$ cat config.mk
export PLATFORM = sky130hd
export DESIGN_NAME = scan_channel_average_accumulator_unit
export DESIGN_NICKNAME = d
export VERILOG_FILES = /design/src/rtl/core/scaa_pkg.sv /design/src/rtl/core/scaa_div.sv /design/src/rtl/core/scan_channel_average_accumulator_unit.sv
export SDC_FILE = /design/constraint.sdc
export NUM_CORES = 1
export LEC_CHECK = 0
export BUFFER_PORTS_ARGS = -buffer_cell sky130_fd_sc_hd__buf_2
export CORE_ASPECT_RATIO = 1.1
export CORE_MARGIN = 10
export CORE_UTILIZATION = 40
export DETAILED_ROUTE_END_ITERATION = 6
export PLACE_DENSITY_LB_ADDON = 0.25
export SLEW_MARGIN = 5
export SYNTH_ARGS = -nofsm -noshare
export SYNTH_HDL_FRONTEND = slang
export SYNTH_SLANG_ARGS = --single-unit
$ cat constraint.sdc
create_clock -name clk -period 8.69 [get_ports clk]
set_input_delay 1.738 -clock clk [delete_from_list [all_inputs] [get_ports clk]]
set_output_delay 1.738 -clock clk [all_outputs]
set_load 0.05 [all_outputs]
$ cat src/rtl/core/scaa_pkg.sv
// Shared constants, codes and types of the scan channel averager.
// No dependencies.
`default_nettype none

package scaa_pkg;

  localparam int DEF_NUM_CHANNELS = 8;
  localparam int DEF_COUNT_BITS   = 32;

  localparam int SAMPLE_BITS = 16;
  localparam int AVG_BITS    = 16;
  localparam int SUM_BITS    = 48;
  localparam int SEL_BITS    = 4;
  localparam int RANK_BITS   = 3;
  localparam int MAX_RANKS   = 8;
  localparam int CCOUNT_BITS = 4;
  localparam int MAP_BITS    = RANK_BITS * MAX_RANKS;
  localparam int STATUS_BITS = 2;
  localparam int STEP_BITS   = $clog2(SUM_BITS);
  localparam int PADDR_BITS  = 3;
  localparam int PDATA_BITS  = 32;

  // Operation codes
  localparam logic OP_SAMPLE = 1'b0;
  localparam logic OP_READ   = 1'b1;

  // Read status codes
  localparam logic [STATUS_BITS-1:0] ST_OK    = 2'd0;
  localparam logic [STATUS_BITS-1:0] ST_EMPTY = 2'd1;
  localparam logic [STATUS_BITS-1:0] ST_RANGE = 2'd2;

  // Register index, taken from paddr[2]
  localparam logic REG_SCAN_LEN = 1'b0;
  localparam logic REG_RANK_MAP = 1'b1;

  localparam logic [CCOUNT_BITS-1:0] SCAN_LEN_RST = 4'd1;
  localparam logic [MAP_BITS-1:0]    RANK_MAP_RST = 24'hFAC688;

  typedef struct packed {
    logic busy;
    logic done;
  } div_stat_t;

endpackage

`default_nettype wire

$ cat src/rtl/core/scaa_div.sv
// Bit-serial restoring divider: 48-bit dividend by COUNT_BITS divisor.
// Depends on scaa_pkg.
`default_nettype none

module scaa_div #(
  parameter int COUNT_BITS = scaa_pkg::DEF_COUNT_BITS
) (
  input  wire                                 clk,
  input  wire                                 rst,
  input  wire                                 start,
  input  wire  [scaa_pkg::SUM_BITS-1:0]       dividend,
  input  wire  [COUNT_BITS-1:0]               divisor,
  output scaa_pkg::div_stat_t                 stat,
  output logic [scaa_pkg::AVG_BITS-1:0]       quotient
);

  logic                              busy;
  logic                              done;
  logic [scaa_pkg::STEP_BITS-1:0]    step;
  logic [COUNT_BITS-1:0]             rem;
  logic [COUNT_BITS-1:0]             dvs;
  logic [scaa_pkg::SUM_BITS-1:0]     quo;
  logic [COUNT_BITS:0]               trial;
  logic [COUNT_BITS:0]               diff;
  logic                              fits;

  // One quotient bit per cycle: shift in the next dividend bit, try a subtract
  always_comb begin
    trial = {rem, quo[scaa_pkg::SUM_BITS-1]};
    diff  = trial - {1'b0, dvs};
    fits  = trial >= {1'b0, dvs};
  end

  always_ff @(posedge clk) begin
    if (rst) begin
      busy <= 1'b0;
      done <= 1'b0;
      step <= '0;
    end else begin
      done <= 1'b0;
      if (start) begin
        busy <= 1'b1;
        step <= '0;
      end else if (busy) begin
        step <= step + 1'b1;
        if (step == scaa_pkg::STEP_BITS'(scaa_pkg::SUM_BITS - 1)) begin
          busy <= 1'b0;
          done <= 1'b1;
        end
      end
    end
  end

  always_ff @(posedge clk) begin
    if (start) begin
      quo <= dividend;
      rem <= '0;
      dvs <= divisor;
    end else if (busy) begin
      quo <= {quo[scaa_pkg::SUM_BITS-2:0], fits};
      rem <= fits ? diff[COUNT_BITS-1:0] : trial[COUNT_BITS-1:0];
    end
  end

  assign stat.busy = busy;
  assign stat.done = done;
  assign quotient  = quo[scaa_pkg::AVG_BITS-1:0];

endmodule

`default_nettype wire

$ cat src/rtl/core/scan_channel_average_accumulator_unit.sv
// Scan channel averager, top level. Depends on scaa_pkg and scaa_div.
// Holds the per-channel sums and counts, the rank counter and the APB registers.
//
// Converted samples arrive as beats in scan order (operation 0). A rank
// counter picks a 3-bit channel from rank_map for each beat and wraps at
// the scan length register (values above eight act as eight, zero drops
// samples); the sample joins that channel's 48-bit sum and its count goes
// up, unless the count is already all ones, in which case the channel holds
// until read. A read beat (operation 1) names a channel and produces one
// result beat with floor(sum / count) and status ok, or status empty when no
// samples arrived since the last read, or status range when the channel does
// not exist; a read of an existing channel clears its sum and count. Samples
// produce no result beat. Steps: a sample is accepted, then the channel entry
// is updated. An empty read is accepted, decoded and cleared, an out-of-range
// read only decoded; both load the output register; else the bit-serial divider
// runs between decode and load, retires one of the 48 quotient bits per
// cycle and then flags done. item_stall stays high from the cycle
// after the accept until the block is idle again. A finished result waits in
// the output register while the next beat is taken; a read that finishes
// while the previous result is still stalled holds in its last cycle.
// Registers: scan length at byte address 0, rank_map at byte address 4;
// only paddr[2] is decoded, write them only while the block is idle.
`default_nettype none

module scan_channel_average_accumulator_unit #(
  parameter int NUM_CHANNELS = scaa_pkg::DEF_NUM_CHANNELS,
  parameter int COUNT_BITS   = scaa_pkg::DEF_COUNT_BITS
) (
  input  wire                                   clk,
  input  wire                                   rst,
  // APB configuration port
  input  wire                                   psel,
  input  wire                                   penable,
  input  wire                                   pwrite,
  input  wire  [scaa_pkg::PADDR_BITS-1:0]       paddr,
  input  wire  [scaa_pkg::PDATA_BITS-1:0]       pwdata,
  output logic [scaa_pkg::PDATA_BITS-1:0]       prdata,
  output logic                                  pready,
  // item channel
  input  wire                                   item_valid,
  output logic                                  item_stall,
  input  wire                                   operation,
  input  wire  [scaa_pkg::SAMPLE_BITS-1:0]      sample_value,
  input  wire  [scaa_pkg::SEL_BITS-1:0]         channel_select,
  // result channel
  output logic                                  result_valid,
  input  wire                                   result_stall,
  output logic [scaa_pkg::AVG_BITS-1:0]         average_value,
  output logic [scaa_pkg::STATUS_BITS-1:0]      read_status
);

  localparam int CH_IDX_BITS = (NUM_CHANNELS > 1) ? $clog2(NUM_CHANNELS) : 1;
  localparam int CMP_BITS    = scaa_pkg::SEL_BITS + 1;

  localparam logic [1:0] S_IDLE = 2'd0;
  localparam logic [1:0] S_EXEC = 2'd1;
  localparam logic [1:0] S_DIV  = 2'd2;
  localparam logic [1:0] S_DONE = 2'd3;

  logic [1:0]                                state;
  logic [1:0]                                state_next;

  logic [scaa_pkg::CCOUNT_BITS-1:0]          scan_len;
  logic [scaa_pkg::MAP_BITS-1:0]             rank_map;
  logic [scaa_pkg::RANK_BITS-1:0]            current_rank;

  logic [scaa_pkg::SUM_BITS-1:0]             channel_sum [NUM_CHANNELS];
  logic [COUNT_BITS-1:0]                     channel_sample_count [NUM_CHANNELS];

  // latched item
  logic                                      op_q;
  logic [scaa_pkg::SAMPLE_BITS-1:0]          sample_q;
  logic [scaa_pkg::SEL_BITS-1:0]             sel_q;

  // pending result
  logic [scaa_pkg::AVG_BITS-1:0]             res_avg;
  logic [scaa_pkg::STATUS_BITS-1:0]          res_status;

  logic                                      item_take;
  logic                                      cfg_wr;

  // execute-cycle decode
  logic [scaa_pkg::CCOUNT_BITS-1:0]          n_eff;
  logic [scaa_pkg::RANK_BITS-1:0]            rank_use;
  logic [scaa_pkg::RANK_BITS:0]              rank_inc;
  logic [scaa_pkg::RANK_BITS-1:0]            rank_wrap;
  logic [scaa_pkg::RANK_BITS-1:0]            map_ch;
  logic                                      map_ok;
  logic                                      sel_ok;
  logic [scaa_pkg::SEL_BITS-1:0]             addr;
  logic [CH_IDX_BITS-1:0]                    acc_idx;
  logic [scaa_pkg::SUM_BITS-1:0]             sum_rd;
  logic [COUNT_BITS-1:0]                     cnt_rd;
  logic                                      cnt_full;
  logic                                      wr_en;
  logic [scaa_pkg::SUM_BITS-1:0]             wr_sum;
  logic [COUNT_BITS-1:0]                     wr_cnt;

  logic                                      div_start;
  scaa_pkg::div_stat_t                       div_stat;
  logic [scaa_pkg::AVG_BITS-1:0]             div_quo;

  assign item_stall = (state != S_IDLE);
  assign item_take  = item_valid && !item_stall;
  assign pready     = 1'b1;
  assign cfg_wr     = psel && penable && pwrite && pready;

  // ---------------- configuration registers ----------------
  always_ff @(posedge clk) begin
    if (rst) begin
      scan_len <= scaa_pkg::SCAN_LEN_RST;
      rank_map <= scaa_pkg::RANK_MAP_RST;
    end else if (cfg_wr) begin
      case (paddr[2])
        scaa_pkg::REG_SCAN_LEN: scan_len <= pwdata[scaa_pkg::CCOUNT_BITS-1:0];
        scaa_pkg::REG_RANK_MAP: rank_map <= pwdata[scaa_pkg::MAP_BITS-1:0];
        default: ;
      endcase
    end
  end

  always_comb begin
    case (paddr[2])
      scaa_pkg::REG_SCAN_LEN:
        prdata = {{(scaa_pkg::PDATA_BITS - scaa_pkg::CCOUNT_BITS){1'b0}}, scan_len};
      scaa_pkg::REG_RANK_MAP:
        prdata = {{(scaa_pkg::PDATA_BITS - scaa_pkg::MAP_BITS){1'b0}}, rank_map};
      default:
        prdata = '0;
    endcase
  end

  // ---------------- rank and channel decode ----------------
  always_comb begin
    // clamp the scan length to the ranks that rank_map can hold
    n_eff = (scan_len > scaa_pkg::CCOUNT_BITS'(scaa_pkg::MAX_RANKS))
          ? scaa_pkg::CCOUNT_BITS'(scaa_pkg::MAX_RANKS) : scan_len;
    // a rank left beyond a lowered count restarts at rank zero
    rank_use  = ({1'b0, current_rank} < n_eff) ? current_rank : '0;
    rank_inc  = {1'b0, rank_use} + 1'b1;
    rank_wrap = (rank_inc >= n_eff) ? '0 : rank_inc[scaa_pkg::RANK_BITS-1:0];
    map_ch    = rank_map[scaa_pkg::RANK_BITS * rank_use +: scaa_pkg::RANK_BITS];
    map_ok    = {{(CMP_BITS - scaa_pkg::RANK_BITS){1'b0}}, map_ch} < CMP_BITS'(NUM_CHANNELS);
    sel_ok    = {1'b0, sel_q} < CMP_BITS'(NUM_CHANNELS);
    addr      = (op_q == scaa_pkg::OP_READ) ? sel_q
              : {{(scaa_pkg::SEL_BITS - scaa_pkg::RANK_BITS){1'b0}}, map_ch};
    acc_idx   = addr[CH_IDX_BITS-1:0];
    sum_rd    = channel_sum[acc_idx];
    cnt_rd    = channel_sample_count[acc_idx];
    cnt_full  = &cnt_rd;
  end

  // one write port on the channel table
  always_comb begin
    wr_en  = 1'b0;
    wr_sum = sum_rd + scaa_pkg::SUM_BITS'(sample_q);
    wr_cnt = cnt_rd + 1'b1;
    if (state == S_EXEC) begin
      if (op_q == scaa_pkg::OP_READ) begin
        // read and clear
        wr_en  = sel_ok;
        wr_sum = '0;
        wr_cnt = '0;
      end else begin
        wr_en = (n_eff != '0) && map_ok && !cnt_full;
      end
    end
  end

  always_ff @(posedge clk) begin
    if (rst) begin
      for (int i = 0; i < NUM_CHANNELS; i++) begin
        channel_sum[i]          <= '0;
        channel_sample_count[i] <= '0;
      end
    end else if (wr_en) begin
      channel_sum[acc_idx]          <= wr_sum;
      channel_sample_count[acc_idx] <= wr_cnt;
    end
  end

  // ---------------- sequencer ----------------
  assign div_start = (state == S_EXEC) && (op_q == scaa_pkg::OP_READ) && sel_ok
                   && (cnt_rd != '0);

  always_comb begin
    state_next = state;
    case (state)
      S_IDLE: if (item_take) state_next = S_EXEC;
      S_EXEC: begin
        if (op_q == scaa_pkg::OP_SAMPLE) state_next = S_IDLE;
        else if (div_start)              state_next = S_DIV;
        else                             state_next = S_DONE;
      end
      S_DIV:  if (div_stat.done) state_next = S_DONE;
      S_DONE: if (!result_valid || !result_stall) state_next = S_IDLE;
      default: state_next = S_IDLE;
    endcase
  end

  always_ff @(posedge clk) begin
    if (rst) begin
      state        <= S_IDLE;
      current_rank <= '0;
    end else begin
      state <= state_next;
      if (state == S_EXEC && op_q == scaa_pkg::OP_SAMPLE) begin
        // advance the rank even when the mapped channel drops the sample
        current_rank <= (n_eff == '0) ? '0 : rank_wrap;
      end
    end
  end

  // latch the accepted beat
  always_ff @(posedge clk) begin
    if (item_take) begin
      op_q     <= operation;
      sample_q <= sample_value;
      sel_q    <= channel_select;
    end
  end

  // build the pending result
  always_ff @(posedge clk) begin
    if (state == S_EXEC) begin
      res_avg    <= '0;
      res_status <= sel_ok ? scaa_pkg::ST_EMPTY : scaa_pkg::ST_RANGE;
    end else if (state == S_DIV && div_stat.done) begin
      res_avg    <= div_quo;
      res_status <= scaa_pkg::ST_OK;
    end
  end

  // output register: load when free or draining, drop when taken
  always_ff @(posedge clk) begin
    if (rst) begin
      result_valid <= 1'b0;
    end else if (state == S_DONE && (!result_valid || !result_stall)) begin
      result_valid <= 1'b1;
    end else if (result_valid && !result_stall) begin
      result_valid <= 1'b0;
    end
  end

  always_ff @(posedge clk) begin
    if (state == S_DONE && (!result_valid || !result_stall)) begin
      average_value <= res_avg;
      read_status   <= res_status;
    end
  end

  scaa_div #(
    .COUNT_BITS (COUNT_BITS)
  ) u_div (
    .clk      (clk),
    .rst      (rst),
    .start    (div_start),
    .dividend (sum_rd),
    .divisor  (cnt_rd),
    .stat     (div_stat),
    .quotient (div_quo)
  );

endmodule

`default_nettype wire

==> flow_results.xml <==
<?xml version="1.0" encoding="UTF-8"?>
<metrics>
  <group name="sta">
    <metric name="holdWs" unit="ns">0.426</metric>
    <metric name="drv_slew" unit="">0</metric>
    <metric name="layout_worst_path_cycle_share" unit="%">86.3</metric>
    <metric name="final_period_minus_worst_setup_slack" unit="ns">7.50</metric>
    <metric name="fmax" unit="GHz">0.133</metric>
    <metric name="finalHoldViolCount" unit="">0</metric>
    <metric name="fin_ws" unit="ns">1.19</metric>
    <metric name="worst_clock_skew" unit="ns">0.0432</metric>
    <metric name="worst_slew_margin_rel" unit="%">21.0</metric>
    <metric name="setup_viol" unit="">0</metric>
    <metric name="worst_slew_pin_slew" unit="ns">1.19</metric>
    <metric name="rsz0062_at_grt" unit="">no</metric>
  </group>
  <group name="cells_and_area">
    <metric name="fillers" unit="">9448</metric>
    <metric name="flow.area_growth_from_synthesis" unit="%">13.5</metric>
    <metric name="final_area" unit="mm2">0.0470</metric>
    <metric name="nets" unit="">3890</metric>
    <metric name="final_cell_mix" unit="">sky130_fd_sc_hd__edfxtp_1, sky130_fd_sc_hd__nor2_1, sky130_fd_sc_hd__nand2_1</metric>
    <metric name="fin_util" unit="%">45.9</metric>
    <metric name="insertedDiodeCount" unit="">0</metric>
    <metric name="layout_commonest_cell" unit="">sky130_fd_sc_hd__edfxtp_1</metric>
    <metric name="drive_above_1_share" unit="%">14.5</metric>
    <metric name="instances_no_fill" unit="">5217</metric>
  </group>
  <group name="floorplanning">
    <metric name="placeableCoreArea" unit="mm2">0.102</metric>
    <metric name="dieArea" unit="mm2">0.117</metric>
    <metric name="boundaryPins" unit="">116</metric>
    <metric name="die_y" unit="um">358</metric>
    <metric name="die_w" unit="um">327</metric>
    <metric name="core.rowCount" unit="">123</metric>
    <metric name="initial_core_util" unit="%">40.4</metric>
  </group>
  <group name="detailed_routing">
    <metric name="detail_route.wirelength" unit="um">128000</metric>
    <metric name="post_drt_wl_per_cell" unit="um">24.4</metric>
    <metric name="drt_drc_violations_left" unit="">0</metric>
    <metric name="via_per_inst" unit="">5.80</metric>
    <metric name="route.vias.total" unit="">30200</metric>
    <metric name="final_antenna_net_count" unit="">0</metric>
    <metric name="first_pass_iters" unit="">5</metric>
    <metric name="drt_first_iter_violations" unit="">3007</metric>
  </group>
  <group name="clocking">
    <metric name="ctsHoldBuffers" unit="">0</metric>
    <metric name="h-tree-depth" unit="">3</metric>
    <metric name="postCtsSetupRepairBufs" unit="">0</metric>
    <metric name="root_buffer" unit="">sky130_fd_sc_hd__clkbuf_16</metric>
    <metric name="clk_pin_slew_worst_paths" unit="ns">0.06</metric>
    <metric name="insertion_delay" unit="ns">0.69</metric>
    <metric name="numClockSinks" unit="">851</metric>
    <metric name="ctsResizeCount" unit="">0</metric>
    <metric name="tritoncts.num_buffers" unit="">93</metric>
    <metric name="clockBufferDepth" unit="">3</metric>
    <metric name="tritoncts_clock_tree" unit="">built</metric>
  </group>
  <group name="critical_path">
    <metric name="worstRegToRegCells" unit="">27</metric>
    <metric name="critical-path-top-delay-family" unit="">compound AO/OA/AOI/OAI gates</metric>
    <metric name="start_kind" unit="">register</metric>
    <metric name="timing_worst_setup_path_type" unit="">reg -&gt; reg</metric>
    <metric name="critPathCaptureType" unit="">register</metric>
    <metric name="worst_reg2reg_startpoint" unit="">scan_len[3]$_SDFFE_PP0P_</metric>
    <metric name="cp_data_arrival_time" unit="ns">7.89</metric>
    <metric name="worst_path_most_repeated_cell" unit="">sky130_fd_sc_hd__nand2_1</metric>
    <metric name="r2r_setup_slack" unit="ns">1.19</metric>
    <metric name="timing.critical_path.slowest_cell_delay" unit="ns">0.81</metric>
    <metric name="worst-path-buf-inv" unit="">1</metric>
    <metric name="reg2reg_to" unit="">channel_sum[0][38]$_SDFFCE_PN0P_</metric>
    <metric name="worstPathRequired" unit="ns">9.08</metric>
    <metric name="cp_slowest_cell" unit="">sky130_fd_sc_hd__xnor2_1</metric>
    <metric name="critPathMaxFanout" unit="">10</metric>
  </group>
  <group name="global_route">
    <metric name="grt_pass1_vias" unit="">29600</metric>
    <metric name="grt.total_usage" unit="%">21.3</metric>
    <metric name="grt_pass1_wl" unit="um">191000</metric>
    <metric name="grt_antenna_before_repair" unit="">1</metric>
    <metric name="largest_net_degree_at_the_start_of_global_routing" unit="">79</metric>
    <metric name="globalRoute.totalOverflow" unit="">0</metric>
  </group>
  <group name="placement">
    <metric name="placement.cell_area" unit="mm2">0.0439</metric>
    <metric name="routabilityCongestion" unit="">0.844</metric>
    <metric name="place_ws" unit="ns">1.27</metric>
    <metric name="buffer_ports.inserted" unit="">96</metric>
    <metric name="place.detailed.instances" unit="">5047</metric>
    <metric name="placed_wire_length_estimate_after_detailed_placement" unit="um">75400</metric>
  </group>
  <group name="power_and_ir_drop">
    <metric name="seq_power_share" unit="%">41.7</metric>
    <metric name="power.share.switching" unit="%">30.9</metric>
    <metric name="switchingPower" unit="mW">3.58</metric>
    <metric name="power.static_leakage" unit="nW">17.0</metric>
    <metric name="power_density" unit="mW/mm2">246</metric>
    <metric name="clock_power_share" unit="%">35.2</metric>
    <metric name="comb_power_share" unit="%">23.0</metric>
    <metric name="ir_drop" unit="uV">145</metric>
    <metric name="internal_power_summed_over_all_cells" unit="mW">8.00</metric>
  </group>
  <group name="synthesis">
    <metric name="ys.flop_type" unit="">sky130_fd_sc_hd__edfxtp_1</metric>
    <metric name="share_of_yosys_cell_area_claimed_by_the_top_area_cell_type" unit="%">55.2</metric>
    <metric name="seq_area_frac_synth" unit="%">59.5</metric>
    <metric name="netlist_area" unit="mm2">0.0414</metric>
    <metric name="post_synth.cell_area_avg" unit="um2">11.3</metric>
    <metric name="compound_cell_area_share_of_the_yosys_netlist" unit="%">8.67</metric>
    <metric name="synth.ff_latch_count" unit="">851</metric>
    <metric name="synth-warning-count" unit="">0</metric>
    <metric name="ys_async_sr_fraction" unit="%">0</metric>
    <metric name="muxShareOfSynthArea" unit="%">7.36</metric>
    <metric name="netlist_top_cells_area" unit="">sky130_fd_sc_hd__edfxtp_1, sky130_fd_sc_hd__nor2_1, sky130_fd_sc_hd__dfxtp_1</metric>
    <metric name="synth_top_family_by_area" unit="">simple AND/OR/NAND/NOR gates</metric>
    <metric name="synth-edff-count" unit="">761</metric>
    <metric name="post_synth_and_or_nand_nor_area_fraction" unit="%">16.9</metric>
    <metric name="fraction_of_the_mapped_netlist_area_in_adder_cells" unit="%">1.85</metric>
    <metric name="synth.distinct_cells" unit="">102</metric>
    <metric name="synthesis.instances" unit="">3664</metric>
    <metric name="synth_xor_area_share" unit="%">1.78</metric>
    <metric name="netlist.top_cell.by_area" unit="">sky130_fd_sc_hd__edfxtp_1</metric>
  </group>
  <group name="outcome">
    <metric name="outcome" unit="">complete, no violations</metric>
  </group>
  <group name="worst_hold_path">
    <metric name="worstHoldEndpoint" unit="">average_value[9]$_DFFE_PP_</metric>
    <metric name="holdCritStartpoint" unit="">res_avg[9]$_SDFFE_PN0P_</metric>
    <metric name="hold-path-cell-count" unit="">0</metric>
    <metric name="worstHoldPathType" unit="">reg -&gt; reg</metric>
  </group>
  <group name="run">
    <metric name="cap_viol_max_count" unit="">0</metric>
  </group>
</metrics>
[kinds of logic (layout without fill, tap and decap cells)]
logic type / count (synthesis) / in the layout
AO/OA/AOI/OAI: 523 / 523
buffers and inverters: 304 / 475
multiplexers: 282 / 282
AND/OR/NAND/NOR: 1558 / 1558
XOR/XNOR: 84 / 84
adder cells (fa/ha/maj): 60 / 60
other: 2 / 9
flip-flops: 851 / 851
[worst max-delay path by stage]
| stage | end | from | slack (ns) | depth (start not counted) |
|---|---|---|---|---|
| finish | channel_sum[0][38]$_SDFFCE_PN0P_ | scan_len[3]$_SDFFE_PP0P_ | 1.19 | 27 |
| global route | channel_sum[1][38]$_SDFFCE_PN0P_ | scan_len[3]$_SDFFE_PP0P_ | 0.81 | 27 |
| CTS | channel_sum[0][38]$_SDFFCE_PN0P_ | scan_len[3]$_SDFFE_PP0P_ | 1.24 | 27 |
| detailed placement | channel_sum[0][38]$_SDFFCE_PN0P_ | scan_len[3]$_SDFFE_PP0P_ | 1.27 | 27 |
| global placement | channel_sum[1][38]$_SDFFCE_PN0P_ | scan_len[3]$_SDFFE_PP0P_ | 1.30 | 27 |
| floorplan | channel_sample_count[0][0]$_SDFFCE_PN0P_ | scan_len[3]$_SDFFE_PP0P_ | -0.53 | 29 |
[state kept, by name, summed over array words and instances (netlist names), 2 cells and up, named ones only]
name                  cells
channel_sum             384
channel_sample_count    256
u_div.quo                48
u_div.dvs                32
u_div.rem                32
rank_map                 24
average_value            16
res_avg                  16
sample_q                 16
u_div.step                6
scan_len                  4
sel_q                     4
current_rank              3
read_status               2
res_status                2
[metal layers]
layer  vias to the layer above  global-route usage, %  part of all wire, %
met4                         0                   8.22                  3.6
met3                       282                   2.73                  7.6
met5                         -                      0                    0
li1                      13600                      -                    -
met1                     15100                   27.8                   41
met2                      1259                   35.9                   48
[final cells by class]
type / count / area [um2] / area share (%)
multi-input combinational: 2516 / 15400 / 32.8
sequential: 851 / 24700 / 52.4
timing repair buffer: 244 / 1850 / 3.94
tap: 1375 / 1720 / 3.66
clock inverter: 44 / 572 / 1.22
inverter: 61 / 231 / 0.492
clock buffer: 126 / 2580 / 5.49
[through the flow]
step / power, mW / setup TNS, ns
global route: 12.1 / 0
CTS: 11.6 / 0
detailed placement: 7.57 / 0
global placement: 7.55 / 0
floorplan: 6.73 / -84.92
finish: 11.6 / 0
[synthesized netlist by cell type (33+ instances only)]
cell / number
sky130_fd_sc_hd__edfxtp_1: 761
sky130_fd_sc_hd__nor2_1: 613
sky130_fd_sc_hd__nand2_1: 412
sky130_fd_sc_hd__nor3_1: 198
sky130_fd_sc_hd__mux2i_1: 168
sky130_fd_sc_hd__a21oi_1: 136
sky130_fd_sc_hd__mux2_2: 105
sky130_fd_sc_hd__clkbuf_1: 95
sky130_fd_sc_hd__nand3_1: 95
sky130_fd_sc_hd__dfxtp_1: 90
sky130_fd_sc_hd__o21ai_0: 64
sky130_fd_sc_hd__buf_2: 59
sky130_fd_sc_hd__ha_1: 58
sky130_fd_sc_hd__inv_1: 58
sky130_fd_sc_hd__xnor2_1: 45
sky130_fd_sc_hd__o22ai_1: 40
sky130_fd_sc_hd__xor2_1: 39
sky130_fd_sc_hd__buf_4: 38
sky130_fd_sc_hd__and2_1: 36
sky130_fd_sc_hd__buf_6: 33
[power groups by stage]
stage               sequential, mW  clock [mW]  combinational, mW
floorplan                     4.91           0               1.82
global placement              4.92           0               2.63
detailed placement            4.92           0               2.65
CTS                           4.84        4.14               2.66
global route                  4.86        4.30               2.92
finish                        4.84        4.08               2.67
No activity file was read; power rests on OpenSTA's default activity.
